$ cat config.mk
export PLATFORM = sky130hd
export DESIGN_NAME = lin_style_frame_receiver_unit_flat
export DESIGN_NICKNAME = d
export VERILOG_FILES = /design/src/design/lsfr_pkg.sv /design/src/design/lsfr_in_if.sv /design/src/design/lsfr_out_if.sv /design/src/design/lsfr_core.sv /design/src/design/lsfr_out_buf.sv /design/src/design/lin_style_frame_receiver_unit.sv /design/src/flat_wrapper.sv
export SDC_FILE = /design/constraint.sdc
export NUM_CORES = 1
export LEC_CHECK = 0
export BUFFER_PORTS_ARGS = -buffer_cell sky130_fd_sc_hd__buf_2
export CAP_MARGIN = 20
export CORE_MARGIN = 5
export CORE_UTILIZATION = 45
export CTS_CLUSTER_SIZE = 16
export DETAILED_ROUTE_END_ITERATION = 10
export GPL_TIMING_DRIVEN = 0
export PLACE_DENSITY_LB_ADDON = 0.12
export SETUP_SLACK_MARGIN = 0.02
export SLEW_MARGIN = 10
export SYNTH_ARGS = -nofsm -noshare
export SYNTH_HDL_FRONTEND = slang
export SYNTH_SLANG_ARGS = --single-unit
export TNS_END_PERCENT = 100
$ cat constraint.sdc
create_clock -name i_clk -period 10.3 [get_ports i_clk]
set_clock_uncertainty 0.2 [all_clocks]
set_input_delay 1.03 -clock i_clk [delete_from_list [all_inputs] [get_ports i_clk]]
set_output_delay 1.03 -clock i_clk [all_outputs]
set_load 0.05 [all_outputs]
$ cat src/design/lsfr_pkg.sv
// types, constants and the crc function of the lin style frame receiver
package lsfr_pkg;

    localparam int COUNT_W            = 4;
    localparam int FLAGS_W            = 2;
    localparam int BYTE_W             = 8;
    localparam int DATA_W             = 64;
    localparam int NUM_LANES          = DATA_W / BYTE_W;
    localparam int TIMER_W            = 16;
    localparam int EVENT_W            = 3;
    localparam int RESPONSE_BYTES_DEF = 8;

    localparam logic [TIMER_W-1:0] IDLE_TIMEOUT_RST = 16'd100;
    localparam logic [BYTE_W-1:0]  CRC_POLY         = 8'h8C;
    localparam logic [COUNT_W-1:0] HEADER_LEN       = 4'd4;

    // input command codes
    localparam logic CMD_BYTE = 1'b0;
    localparam logic CMD_TICK = 1'b1;

    typedef enum logic [EVENT_W-1:0] {
        EV_NONE     = 3'd0,
        EV_HEADER   = 3'd1,
        EV_RESP_OK  = 3'd2,
        EV_RESP_ERR = 3'd3,
        EV_TIMEOUT  = 3'd4
    } t_event;

    typedef struct packed {
        t_event             event_res;
        logic [BYTE_W-1:0]  frame_id;
        logic [DATA_W-1:0]  response_data;
        logic [BYTE_W-1:0]  computed_crc;
    } t_result;

    // reflected crc-8 update over one byte, lsb first
    function automatic logic [BYTE_W-1:0] crc8_byte(input logic [BYTE_W-1:0] crc,
                                                    input logic [BYTE_W-1:0] data);
        logic [BYTE_W-1:0] c;
        logic [BYTE_W-1:0] d;
        logic              fb;
        c = crc;
        d = data;
        for (int k = 0; k < BYTE_W; k++) begin
            fb = c[0] ^ d[0];
            c  = c >> 1;
            if (fb) begin
                c = c ^ CRC_POLY;
            end
            d = d >> 1;
        end
        return c;
    endfunction

endpackage

$ cat src/design/lsfr_in_if.sv
// input channel: received byte or timer tick
interface lsfr_in_if
    import lsfr_pkg::*;
();
    logic              valid;
    logic              ready;
    logic              command;
    logic [BYTE_W-1:0] rx_byte;

    modport source (output valid, output command, output rx_byte, input ready);
    modport sink   (input valid, input command, input rx_byte, output ready);
endinterface

$ cat src/design/lsfr_out_if.sv
// result channel: event with frame id, response data and crc
interface lsfr_out_if
    import lsfr_pkg::*;
();
    logic               valid;
    logic               ready;
    logic [EVENT_W-1:0] event_res;
    logic [BYTE_W-1:0]  frame_id;
    logic [DATA_W-1:0]  response_data;
    logic [BYTE_W-1:0]  computed_crc;

    modport source (output valid, output event_res, output frame_id, output response_data,
                    output computed_crc, input ready);
    modport sink   (input valid, input event_res, input frame_id, input response_data,
                    input computed_crc, output ready);
endinterface

$ cat src/design/lsfr_core.sv
// frame state, running crc, idle timer and per-item result logic
module lsfr_core
    import lsfr_pkg::*;
#(
    parameter int RESPONSE_BYTES = RESPONSE_BYTES_DEF
) (
    input  logic               i_clk,
    input  logic               i_rst_n,
    input  logic               i_cfg_we,
    input  logic [TIMER_W-1:0] i_cfg_wdata,
    input  logic               i_step,
    input  logic               i_command,
    input  logic [BYTE_W-1:0]  i_rx_byte,
    output t_result            o_result
);

    localparam logic [COUNT_W-1:0] RESP_LEN  = COUNT_W'(RESPONSE_BYTES);
    localparam logic [COUNT_W-1:0] FRAME_LEN = COUNT_W'(RESPONSE_BYTES + 1);

    logic [TIMER_W-1:0] r_idle_timeout;
    logic [COUNT_W-1:0] r_byte_count, n_byte_count;
    logic [FLAGS_W-1:0] r_first_zero, n_first_zero;
    logic [BYTE_W-1:0]  r_crc, n_crc;
    logic [DATA_W-1:0]  r_data, n_data;
    logic [TIMER_W-1:0] r_idle_timer, n_idle_timer;
    logic               clear_frame;

    // next frame state and the result of this item
    always_comb begin
        n_byte_count = r_byte_count;
        n_first_zero = r_first_zero;
        n_crc        = r_crc;
        n_data       = r_data;
        n_idle_timer = r_idle_timer;
        clear_frame  = 1'b0;
        o_result     = '{event_res: EV_NONE, frame_id: '0, response_data: '0,
                         computed_crc: '0};
        if (i_step) begin
            if (i_command == CMD_BYTE) begin
                // leading zero flags for header detection
                if (r_byte_count == '0) begin
                    n_first_zero[0] = (i_rx_byte == '0);
                end else if (r_byte_count == COUNT_W'(1)) begin
                    n_first_zero[1] = (i_rx_byte == '0);
                end
                // data byte: store in its lane and fold into the crc
                if (r_byte_count < RESP_LEN) begin
                    n_crc = crc8_byte(r_crc, i_rx_byte);
                    for (int k = 0; k < NUM_LANES; k++) begin
                        if (k < RESPONSE_BYTES && r_byte_count == COUNT_W'(k)) begin
                            n_data[k*BYTE_W +: BYTE_W] = i_rx_byte;
                        end
                    end
                end
                n_byte_count = r_byte_count + COUNT_W'(1);
                n_idle_timer = '0;
                // frame completion
                if (n_byte_count == HEADER_LEN && n_first_zero == '1) begin
                    o_result.event_res = EV_HEADER;
                    o_result.frame_id  = i_rx_byte;
                    clear_frame        = 1'b1;
                end else if (n_first_zero != '1 && n_byte_count == FRAME_LEN) begin
                    o_result.event_res     = (i_rx_byte == n_crc) ? EV_RESP_OK : EV_RESP_ERR;
                    o_result.response_data = n_data;
                    o_result.computed_crc  = n_crc;
                    clear_frame            = 1'b1;
                end
            end else begin
                // saturating idle timer and timeout discard
                if (r_idle_timer != '1) begin
                    n_idle_timer = r_idle_timer + TIMER_W'(1);
                end
                if (r_byte_count != '0 && n_idle_timer > r_idle_timeout) begin
                    o_result.event_res = EV_TIMEOUT;
                    clear_frame        = 1'b1;
                end
            end
        end
        if (clear_frame) begin
            n_byte_count = '0;
            n_first_zero = '0;
            n_crc        = '0;
            n_data       = '0;
        end
    end

    // state registers
    always_ff @(posedge i_clk) begin
        if (!i_rst_n) begin
            r_idle_timeout <= IDLE_TIMEOUT_RST;
            r_byte_count   <= '0;
            r_first_zero   <= '0;
            r_crc          <= '0;
            r_data         <= '0;
            r_idle_timer   <= '0;
        end else begin
            if (i_cfg_we) begin
                r_idle_timeout <= i_cfg_wdata;
            end
            r_byte_count <= n_byte_count;
            r_first_zero <= n_first_zero;
            r_crc        <= n_crc;
            r_data       <= n_data;
            r_idle_timer <= n_idle_timer;
        end
    end

endmodule

$ cat src/design/lsfr_out_buf.sv
// two-entry result buffer: output register plus skid register
module lsfr_out_buf
    import lsfr_pkg::*;
(
    input  logic    i_clk,
    input  logic    i_rst_n,
    input  logic    i_push,
    input  t_result i_data,
    output logic    o_ready,
    output logic    o_valid,
    output t_result o_data,
    input  logic    i_ready
);

    logic    r_out_valid, n_out_valid;
    logic    r_skid_valid, n_skid_valid;
    t_result r_out, n_out;
    t_result r_skid, n_skid;
    logic    pop;

    assign pop     = r_out_valid && i_ready;
    assign o_ready = !r_skid_valid;
    assign o_valid = r_out_valid;
    assign o_data  = r_out;

    // buffer next state
    always_comb begin
        n_out_valid  = r_out_valid;
        n_skid_valid = r_skid_valid;
        n_out        = r_out;
        n_skid       = r_skid;
        if (r_skid_valid) begin
            if (pop) begin
                n_out        = r_skid;
                n_skid_valid = 1'b0;
            end
        end else if (i_push) begin
            if (!r_out_valid || pop) begin
                n_out       = i_data;
                n_out_valid = 1'b1;
            end else begin
                n_skid       = i_data;
                n_skid_valid = 1'b1;
            end
        end else if (pop) begin
            n_out_valid = 1'b0;
        end
    end

    // valid flags
    always_ff @(posedge i_clk) begin
        if (!i_rst_n) begin
            r_out_valid  <= 1'b0;
            r_skid_valid <= 1'b0;
        end else begin
            r_out_valid  <= n_out_valid;
            r_skid_valid <= n_skid_valid;
        end
    end

    // payload registers
    always_ff @(posedge i_clk) begin
        r_out  <= n_out;
        r_skid <= n_skid;
    end

endmodule

$ cat src/design/lin_style_frame_receiver_unit.sv
// top level of the lin style frame receiver
// Takes one item per clock while ready is high: a received byte or a timer tick, and
// returns exactly one result per item. A header is four bytes whose first two are zero
// and reports the fourth byte as frame id; otherwise RESPONSE_BYTES data bytes and a
// check byte end a response, checked against a reflected crc-8 (poly 0x8C) that is
// updated one whole byte per cycle while bytes are accepted. Ticks advance a saturating
// idle timer and discard a partial frame once it exceeds idle_timeout (reset 100). A
// two-entry result buffer keeps input transfers going while a result is stalled; input
// ready drops only when both entries are full. No clearing pass is needed after reset.
module lin_style_frame_receiver_unit
    import lsfr_pkg::*;
#(
    parameter int RESPONSE_BYTES = RESPONSE_BYTES_DEF
) (
    input  logic               i_clk,
    input  logic               i_rst_n,
    input  logic               i_cfg_we,
    input  logic [TIMER_W-1:0] i_cfg_wdata,
    lsfr_in_if.sink            i_rx,
    lsfr_out_if.source         o_res
);

    logic    buf_ready;
    logic    in_xfer;
    t_result core_result;
    t_result out_result;

    assign i_rx.ready = buf_ready;
    assign in_xfer    = i_rx.valid && buf_ready;

    // per-item frame logic
    lsfr_core #(
        .RESPONSE_BYTES(RESPONSE_BYTES)
    ) u_core (
        .i_clk      (i_clk),
        .i_rst_n    (i_rst_n),
        .i_cfg_we   (i_cfg_we),
        .i_cfg_wdata(i_cfg_wdata),
        .i_step     (in_xfer),
        .i_command  (i_rx.command),
        .i_rx_byte  (i_rx.rx_byte),
        .o_result   (core_result)
    );

    // result buffer
    lsfr_out_buf u_out_buf (
        .i_clk  (i_clk),
        .i_rst_n(i_rst_n),
        .i_push (in_xfer),
        .i_data (core_result),
        .o_ready(buf_ready),
        .o_valid(o_res.valid),
        .o_data (out_result),
        .i_ready(o_res.ready)
    );

    // result payload onto the channel
    assign o_res.event_res     = out_result.event_res;
    assign o_res.frame_id      = out_result.frame_id;
    assign o_res.response_data = out_result.response_data;
    assign o_res.computed_crc  = out_result.computed_crc;

endmodule

$ cat src/flat_wrapper.sv
// flat-port wrapper written by rule: the top's interface ports become plain ports
module lin_style_frame_receiver_unit_flat import lsfr_pkg::*;
#(
    parameter int RESPONSE_BYTES = RESPONSE_BYTES_DEF
)
  (i_clk, i_rst_n, i_cfg_we, i_cfg_wdata, i_rx_valid, i_rx_command, i_rx_rx_byte, i_rx_ready, o_res_valid, o_res_event_res, o_res_frame_id, o_res_response_data, o_res_computed_crc, o_res_ready);
  lsfr_in_if i_rx_i ();
  lsfr_out_if o_res_i ();
  input  logic i_clk;
  input  logic i_rst_n;
  input  logic i_cfg_we;
  input  logic [TIMER_W-1:0] i_cfg_wdata;
  input wire logic [$bits(i_rx_i.valid)-1:0] i_rx_valid;
  input wire logic [$bits(i_rx_i.command)-1:0] i_rx_command;
  input wire logic [$bits(i_rx_i.rx_byte)-1:0] i_rx_rx_byte;
  output wire logic [$bits(i_rx_i.ready)-1:0] i_rx_ready;
  output wire logic [$bits(o_res_i.valid)-1:0] o_res_valid;
  output wire logic [$bits(o_res_i.event_res)-1:0] o_res_event_res;
  output wire logic [$bits(o_res_i.frame_id)-1:0] o_res_frame_id;
  output wire logic [$bits(o_res_i.response_data)-1:0] o_res_response_data;
  output wire logic [$bits(o_res_i.computed_crc)-1:0] o_res_computed_crc;
  input wire logic [$bits(o_res_i.ready)-1:0] o_res_ready;
  assign i_rx_i.valid = i_rx_valid;
  assign i_rx_i.command = i_rx_command;
  assign i_rx_i.rx_byte = i_rx_rx_byte;
  assign i_rx_ready = i_rx_i.ready;
  assign o_res_valid = o_res_i.valid;
  assign o_res_event_res = o_res_i.event_res;
  assign o_res_frame_id = o_res_i.frame_id;
  assign o_res_response_data = o_res_i.response_data;
  assign o_res_computed_crc = o_res_i.computed_crc;
  assign o_res_i.ready = o_res_ready;
  lin_style_frame_receiver_unit #(.RESPONSE_BYTES(RESPONSE_BYTES)) u_core (.i_clk(i_clk), .i_rst_n(i_rst_n), .i_cfg_we(i_cfg_we), .i_cfg_wdata(i_cfg_wdata), .i_rx(i_rx_i), .o_res(o_res_i));
endmodule
==> summary.txt, run 1 <==
Global routing
  • First-pass GRT wire length: 50.2 mm
  • Vias in the first global route: 9064
  • All-Layer GR Usage: 19.7%
  • GR Overflow Total: 0
  • Largest net degree at the start of global routing: 50
  • Initial antenna violation count: 0

Cells and area
  • Nets: 1439
  • Commonest non-fill, non-tap cell in the layout: nand2_1
  • Inserted Diodes: 0
  • Area growth from synthesis to layout: 15.8%
  • Layout cells sized above 1: 14.6%
  • # fillers: 2584
  • Most frequent cells in the layout: 170 x nand2_1, 166 x edfxtp_1, 145 x nor2_1

Yosys
  • Top FF cell, synth: edfxtp_1
  • Yosys cell types: 60
  • Dominant cells by area after synthesis: edfxtp_1 39%, dfxtp_1 17%, mux2i_1 6.5%
  • Syn_nets: 1294
  • Number of flops mapped to enable cells by yosys: 166
  • Post-Syn Area per Cell: 10.3 µm²
  • Dominant cell type by area after synthesis: edfxtp_1
  • Yosys reg bits: 278
  • Seq/Total Area, Yosys: 56.2%
  • Synth Instances: 1242
  • Share of async-settable or async-resettable flops after synthesis: 0%
  • Synth warn: 0
  • Area of the mapped netlist: 12900 µm²
  • Top-area cell type share of the netlist area: 38.8%

Routing
  • Wire per inst: 17.9 µm
  • Initial DRC Count: 677
  • Drt via density: 5.37
  • Routed via count: 9603
  • Initial DRT Pass Iterations: 5
  • Antenna viol nets, final: 0
  • Routed Wire Length: 32.0 mm
  • Remaining design rule violation count: 0

Power and ir drop
  • Sw frac: 29.4%
  • Max VDD drop: 0.107 mV
  • Pint: 2000 µW
  • PwrDens: 191 nW/µm²
  • Pleak: 0.00555 µW
  • Comb power frac: 20.8%
  • NetSw: 836 µW
  • Clock share of power: 34.9%
  • Seq pwr share: 44.3%

Timing
  • Worst Tran Pin Value: 0.904 ns
  • Final setup viols: 0
  • Crit path time final: 5.19 ns
  • Total negative setup slack: 0 ns
  • Hold Vio Cnt, Final: 0
  • Final period utilization: 50.4%
  • Max-slew headroom: 39.7%
  • RSZ-0062 raised after global routing: false
  • Max Slew Vio Count: 0
  • Fmax: 0.193 GHz
  • Final hold slack: 0.253 ns

Worst setup path
  • RR Endpoint: u_core.u_core.r_byte_count[0]
  • Critical Path Sink Type: flop
  • Worst r2r path cells: 19
  • CP Launch Type: flop
  • Worst EP required: 10.54 ns
  • Reg-to-reg startpoint: u_core.u_core.r_idle_timer[3]
  • Worst Path Class, Setup: reg2reg
  • Crit path arrival time: 5.43 ns
  • Crit-path max FO: 10
  • Reg-to-reg slack, setup: 5.11 ns

Floorplan
  • Core Rows: 61
  • Die height: 179 µm
  • Total Die Area: 32000 µm²
  • CORE AREA: 28000 µm²
  • Die span in x: 179 µm
  • Initial Util: 45.9%
  • Num ports: 115

Min path
  • Worst hold endpoint: u_core.u_core.r_data[12]
  • Worst hold path stage count: 2
  • Worst min-delay path class: reg2reg
  • Hold wc startpoint: u_core.u_core.r_data[12]

Place
  • Routability cong.: 0.885
  • Port Buffers: 110
  • Dpl hpwl: 22.0 mm

CTS
  • Worst-path clk slew: 0.06 ns
  • H-tree depth: 1
  • Bufs on Longest Clock Path: 3
  • TritonCTS clock tree: built
  • # hold bufs at CTS: 0
  • # Post-CTS Setup Buffers: 0
  • Sink Count: 278
  • # resized after CTS: 0
  • TritonCTS Buffers: 29
  • Root buf cell: clkbuf_16
  • Clk_lat worst skew: 0.55 ns

Flow run
  • Max-Cap Viols: 0

Status
  • Outcome: finished, final reports clean
[area by class of cell]
cell class	instances	area, µm²	area share (%)
Clock inverter	11	56.3	0.378
Tap cell	378	473	3.18
Buffer	96	395	2.66
Sequential cell	278	7230	48.6
Inverter	33	124	0.832
Multi-Input combinational cell	835	5120	34.4
Timing Repair Buffer	114	646	4.34
Clock buffer	43	841	5.65
[power groups by stage]
stage          sequential [µW]  combinational [µW]  clock, µW
4_1_cts                   1260                 589       1010
3_3_place_gp              1290                 577          0
5_1_grt                   1260                 633       1060
2_1_floorplan             1370                 364          0
3_5_place_dp              1280                 586          0
6_report                  1260                 591        990
[per-stage QoR]
step	worst slack (ns)	utilization (%)	instances	instance area, µm²	power, µW
after floorplan	3.97	-	1242	12900	1740
after global placement	1.87	49.5	1730	13900	1870
after detailed placement	5.15	49.9	1734	14000	1870
after CTS	5.12	53.1	1788	14900	2850
after global routing	4.72	53.1	1788	14900	2950
final	5.11	53.1	1788	14900	2840
[registers in the layout, indices dropped and copies added, names as in the netlist]
signal / flops
u_core.u_core.r_byte_count: 4
u_core.u_core.r_idle_timeout: 16
u_core.u_core.r_first_zero: 2
u_core.u_core.r_idle_timer: 16
u_core.u_out_buf.r_skid: 83
u_core.u_out_buf.o_data: 83
u_core.u_core.r_data: 64
u_core.u_out_buf.r_skid_valid: 1
u_core.u_core.r_crc: 8
u_core.u_out_buf.o_valid: 1
[per-layer routing]
metal,vias to the layer above,wire length [µm],GRT usage (%)
met4,0,595,4.41
met3,51,1690,2.68
met2,268,15300,32.7
met5,-,0,0
li1,4701,-,-
met1,4583,14400,27.7
[Yosys cell counts, types with 29 or more instances]
cell type	number
nand2_1	170
edfxtp_1	166
nor2_1	145
dfxtp_1	112
a21oi_1	89
mux2i_1	83
clkbuf_1	73
o31ai_1	68
o21ai_0	56
nand3_1	36
inv_1	32
xnor2_1	29
[critical path, stage by stage (launching register included)]
cell	delay [ns]
dfxtp_1	0.30
clkbuf_1	0.29
and4_1	0.32
nand4_1	0.20
nor4_2	0.68
or2_2	0.21
buf_2	0.21
nor2_1	0.11
xor2_1	0.17
ha_1	0.31
and4_1	0.20
nand3_1	0.11
o21bai_1	0.17
o221ai_1	0.17
nor3b_1	0.57
o31a_1	0.19
buf_2	0.19
buf_4	0.23
buf_6	0.18
nor2_1	0.06
[kinds of logic (layout without fill, tap and decap cells)]
group / count (synthesis) / after routing / share of synthesized area (%)
compound gates: 258 / 258 / 12.3
xor+xnor: 45 / 45 / 3.52
fa+ha+maj: 22 / 22 / 2.14
buf+inv: 129 / 297 / 4.04
flops: 278 / 278 / 56.2
mux: 101 / 101 / 8.16
simple gates: 409 / 409 / 13.6
[worst max path at each step]
stage | slack (ns) | cells past startpoint | endpoint | from
after detailed placement | 5.15 | 19 | u_core.u_core.r_crc[1] | u_core.u_core.r_idle_timer[3]
final | 5.11 | 19 | u_core.u_core.r_byte_count[0] | u_core.u_core.r_idle_timer[3]
after floorplan | 3.97 | 4 | u_core.u_out_buf.o_data[0] | i_rx_valid
after global routing | 4.72 | 19 | u_core.u_core.r_crc[1] | u_core.u_core.r_idle_timer[3]
after CTS | 5.12 | 19 | u_core.u_core.r_byte_count[0] | u_core.u_core.r_idle_timer[3]
after global placement | 1.87 | 5 | u_core.u_out_buf.o_data[36] | i_rx_valid
Power figures use the tool's default switching activity.
==> run 2, diff against run 1 <==
==> constraint.sdc (replaced) <==
create_clock -name i_clk -period 4.75 [get_ports i_clk]
set_clock_uncertainty 0.2 [all_clocks]
set_input_delay 0.475 -clock i_clk [delete_from_list [all_inputs] [get_ports i_clk]]
set_output_delay 0.475 -clock i_clk [all_outputs]
set_load 0.05 [all_outputs]
==> summary.txt, run 2 (synthesis results as in run 1) <==
Cells and area
  • Area growth from synthesis to layout: 18.3% (was 15.8%)
  • Nets: 1458 (was 1439)
  • Layout cells sized above 1: 14.8% (was 14.6%)
  • # fillers: 2565 (was 2584)
  • Final cell count without fillers: 1808 (was 1788)
  • Most frequent cells in the layout: 170 x nand2_1, 166 x edfxtp_1, 145 x nor2_1 (unchanged)
  • Reg area: 7230 µm² (about the same)
  • Commonest non-fill, non-tap cell in the layout: nand2_1 (unchanged)
  • Multi-input logic area: 5150 µm² (was 5120 µm²)

Floorplan
  • Total Die Area: 32000 µm² (unchanged)
  • Initial Util: 45.9% (unchanged)
  • Die height: 179 µm (unchanged)
  • Die span in x: 179 µm (unchanged)
  • Core Rows: 61 (unchanged)
  • CORE AREA: 28000 µm² (unchanged)
  • Num ports: 115 (unchanged)

Flow run
  • Max-Cap Viols: 0 (unchanged)

Min path
  • Worst min-delay path class: in2reg (was reg2reg)
  • Worst hold path stage count: 3 (was 2)
  • Hold wc startpoint: i_rx_valid (was u_core.u_core.r_data[12])

Worst setup path
  • Max stage delay on crit path: 0.45 ns (was 0.68 ns)
  • Critical path buffer and inverter count: 4 (was 5)
  • Reg-to-reg slack, setup: 0.32 ns (was 5.11 ns)
  • Top cell family by delay on the critical path: simple AND/OR/NAND/NOR gates (unchanged)
  • Reg-to-reg startpoint: u_core.u_core.r_idle_timer[5] (was u_core.u_core.r_idle_timer[3])
  • CP Launch Type: flop (unchanged)
  • Cell depth of the worst setup path: 19 (unchanged)
  • Slowest-stage cell, CP: dfxtp_1 (was nor4_2)
  • Worst r2r path cells: 19 (unchanged)
  • Crit-path cells: and4_1 > nand4_1 > nor4_4 > or2_2 > buf_2 > nor2_1 > xnor2_1 > ha_1 > a21o_1 > a21o_1 > a21o_1 > a21oi_1 > o221ai_1 > nor3b_4 > o31a_1 > buf_2 > buf_4 > buf_6 > a21oi_1 (was clkbuf_1 > and4_1 > nand4_1 > nor4_2 > or2_2 > buf_2 > nor2_1 > xor2_1 > ha_1 > and4_1 > nand3_1 > o21bai_1 > o221ai_1 > nor3b_1 > o31a_1 > buf_2 > buf_4 > buf_6 > nor2_1)
  • Worst Path Class, Setup: reg2reg (unchanged)
  • Crit-path max FO: 10 (unchanged)
  • RR Endpoint: u_core.u_core.r_data[55] (was u_core.u_core.r_byte_count[0])
  • Worst setup path startpoint: u_core.u_core.r_idle_timer[5] (was u_core.u_core.r_idle_timer[3])
  • Crit path capture: u_core.u_core.r_data[55] (was u_core.u_core.r_byte_count[0])
  • Crit path arrival time: 4.71 ns (was 5.43 ns)
  • Critical Path Sink Type: flop (unchanged)
  • Most used cell, CP: a21o_1
  • Worst EP required: 5.03 ns (was 10.54 ns)

Place
  • Routability cong.: 0.860 (was 0.885)
  • Port Buffers: 110 (unchanged)
  • Dpl hpwl: 21.9 mm (was 22.0 mm)
  • Placed insts: 1734 (unchanged)

CTS
  • TritonCTS Buffers: 29 (unchanged)
  • Clk_lat worst skew: 0.55 ns (about the same)
  • Bufs on Longest Clock Path: 3 (unchanged)
  • H-tree depth: 1 (unchanged)
  • Sink Count: 278 (unchanged)
  • TritonCTS clock tree: built (unchanged)
  • Worst-path clk slew: 0.06 ns (about the same)
  • Root buf cell: clkbuf_16 (unchanged)

Timing
  • RSZ-0062 raised after global routing: false (unchanged)
  • Hold Vio Cnt, Final: 0 (unchanged)
  • Final setup viols: 0 (unchanged)
  • Max-slew headroom: 36.4% (was 39.7%)
  • Max Slew Vio Count: 0 (unchanged)
  • Final period utilization: 93.4% (was 50.4%)
  • Fmax: 0.225 GHz (was 0.193 GHz)
  • Total negative setup slack: 0 ns (unchanged)
  • Worst Tran Pin Value: 0.954 ns (was 0.904 ns)
  • Crit path time final: 4.43 ns (was 5.19 ns)

Routing
  • Antenna viol nets, final: 0 (unchanged)
  • Routed via count: 9613 (was 9603)
  • Initial DRC Count: 700 (was 677)
  • Wire per inst: 17.8 µm (was 17.9 µm)
  • Remaining design rule violation count: 0 (unchanged)
  • Drt via density: 5.32 (was 5.37)
  • Initial DRT Pass Iterations: 5 (unchanged)
  • Routed Wire Length: 32.3 mm (was 32.0 mm)

Global routing
  • First-pass GRT wire length: 50.7 mm (was 50.2 mm)
  • Largest net degree at the start of global routing: 45 (was 50)
  • All-Layer GR Usage: 19.9% (was 19.7%)
  • Vias in the first global route: 9258 (was 9064)
  • GR Overflow Total: 0 (unchanged)
  • Initial antenna violation count: 1 (was 0)

Power and ir drop
  • Clock share of power: 37.0% (was 34.9%)
  • PwrDens: 419 nW/µm² (was 191 nW/µm²)
  • Max VDD drop: 0.275 mV (was 0.107 mV)
  • Pint: 4540 µW (was 2000 µW)
  • NetSw: 1830 µW (was 836 µW)
  • Seq pwr share: 42.8% (was 44.3%)
  • Comb power frac: 20.2% (was 20.8%)
  • Sw frac: 28.7% (was 29.4%)
  • Pleak: 0.00568 µW (was 0.00555 µW)
  • PnR Total Power: 6380 µW (was 2840 µW)

Status
  • Outcome: finished, final reports clean (unchanged)
[run 2: what timing repair did]
action / 4_1_cts / 5_1_grt
setup endpoints to repair: 78 / 78
pin swaps: 1 / 1
hold buffers: 20 / 0
hold endpoints to repair: 17 / 0
setup buffers: 0 / 1
gates resized for setup: 2 / 4
[run 2: stage by stage]
step / setup WS (ns) / util [%] / hold WS, ns / area, µm²
finish: 0.315 / 54.3 / 0.0725 / 15200
global route: 0.0720 / 54.3 / 0.105 / 15200
CTS: 0.104 / 54.2 / 0.0628 / 15200
detailed placement: -0.372 / 49.9 / 0.246 / 14000
global placement: -0.656 / 49.5 / 0.241 / 13900
floorplan: 0.536 / - / 0.236 / 12900
[run 2: worst min path at each step]
stage | end | slack, ns
5_1_grt | u_core.u_out_buf.r_skid_valid | 0.10
2_1_floorplan | u_core.u_core.r_data[10] | 0.24
6_report | u_core.u_out_buf.r_skid_valid | 0.07
3_5_place_dp | u_core.u_core.r_data[30] | 0.25
4_1_cts | u_core.u_out_buf.r_skid_valid | 0.06
3_3_place_gp | u_core.u_core.r_data[30] | 0.24
[run 2: area by class of cell]
cell class                      count  area share, %
Inverter                           33          0.815
Timing Repair Buffer              135           5.61
Sequential cell                   278           47.5
Clock buffer                       34           4.96
Buffer                             94           2.55
Antenna cell                        1         0.0165
Clock inverter                     20           1.53
Multi-Input combinational cell    835           33.9
Tap cell                          378           3.11
[run 2: power by group through the flow]
stage / Sequential (µW) / Combinational (µW) / Clock (µW)
floorplan: 2970 / 790 / 0
global placement: 2790 / 1240 / 0
detailed placement: 2780 / 1270 / 0
CTS: 2730 / 1290 / 2400
global route: 2740 / 1400 / 2510
finish: 2730 / 1290 / 2360
[run 2: per-layer routing]
layer / part of all wire (%) / vias to the layer above / GRT usage [%]
met5: 0 / - / 0
met4: 2.0 / 0 / 4.80
met3: 5.6 / 51 / 2.95
met2: 48 / 240 / 33.7
met1: 44 / 4578 / 26.9
li1: - / 4744 / -
[run 2: worst register-to-register path, cell delays in order (launching register included)]
cell      delay, ns
dfxtp_1        0.45
and4_1         0.29
nand4_1        0.23
nor4_4         0.41
or2_2          0.17
buf_2          0.20
nor2_1         0.10
xnor2_1        0.14
ha_1           0.31
a21o_1         0.16
a21o_1         0.17
a21o_1         0.17
a21oi_1        0.16
o221ai_1       0.14
nor3b_4        0.20
o31a_1         0.24
buf_2          0.16
buf_4          0.19
buf_6          0.15
a21oi_1        0.12
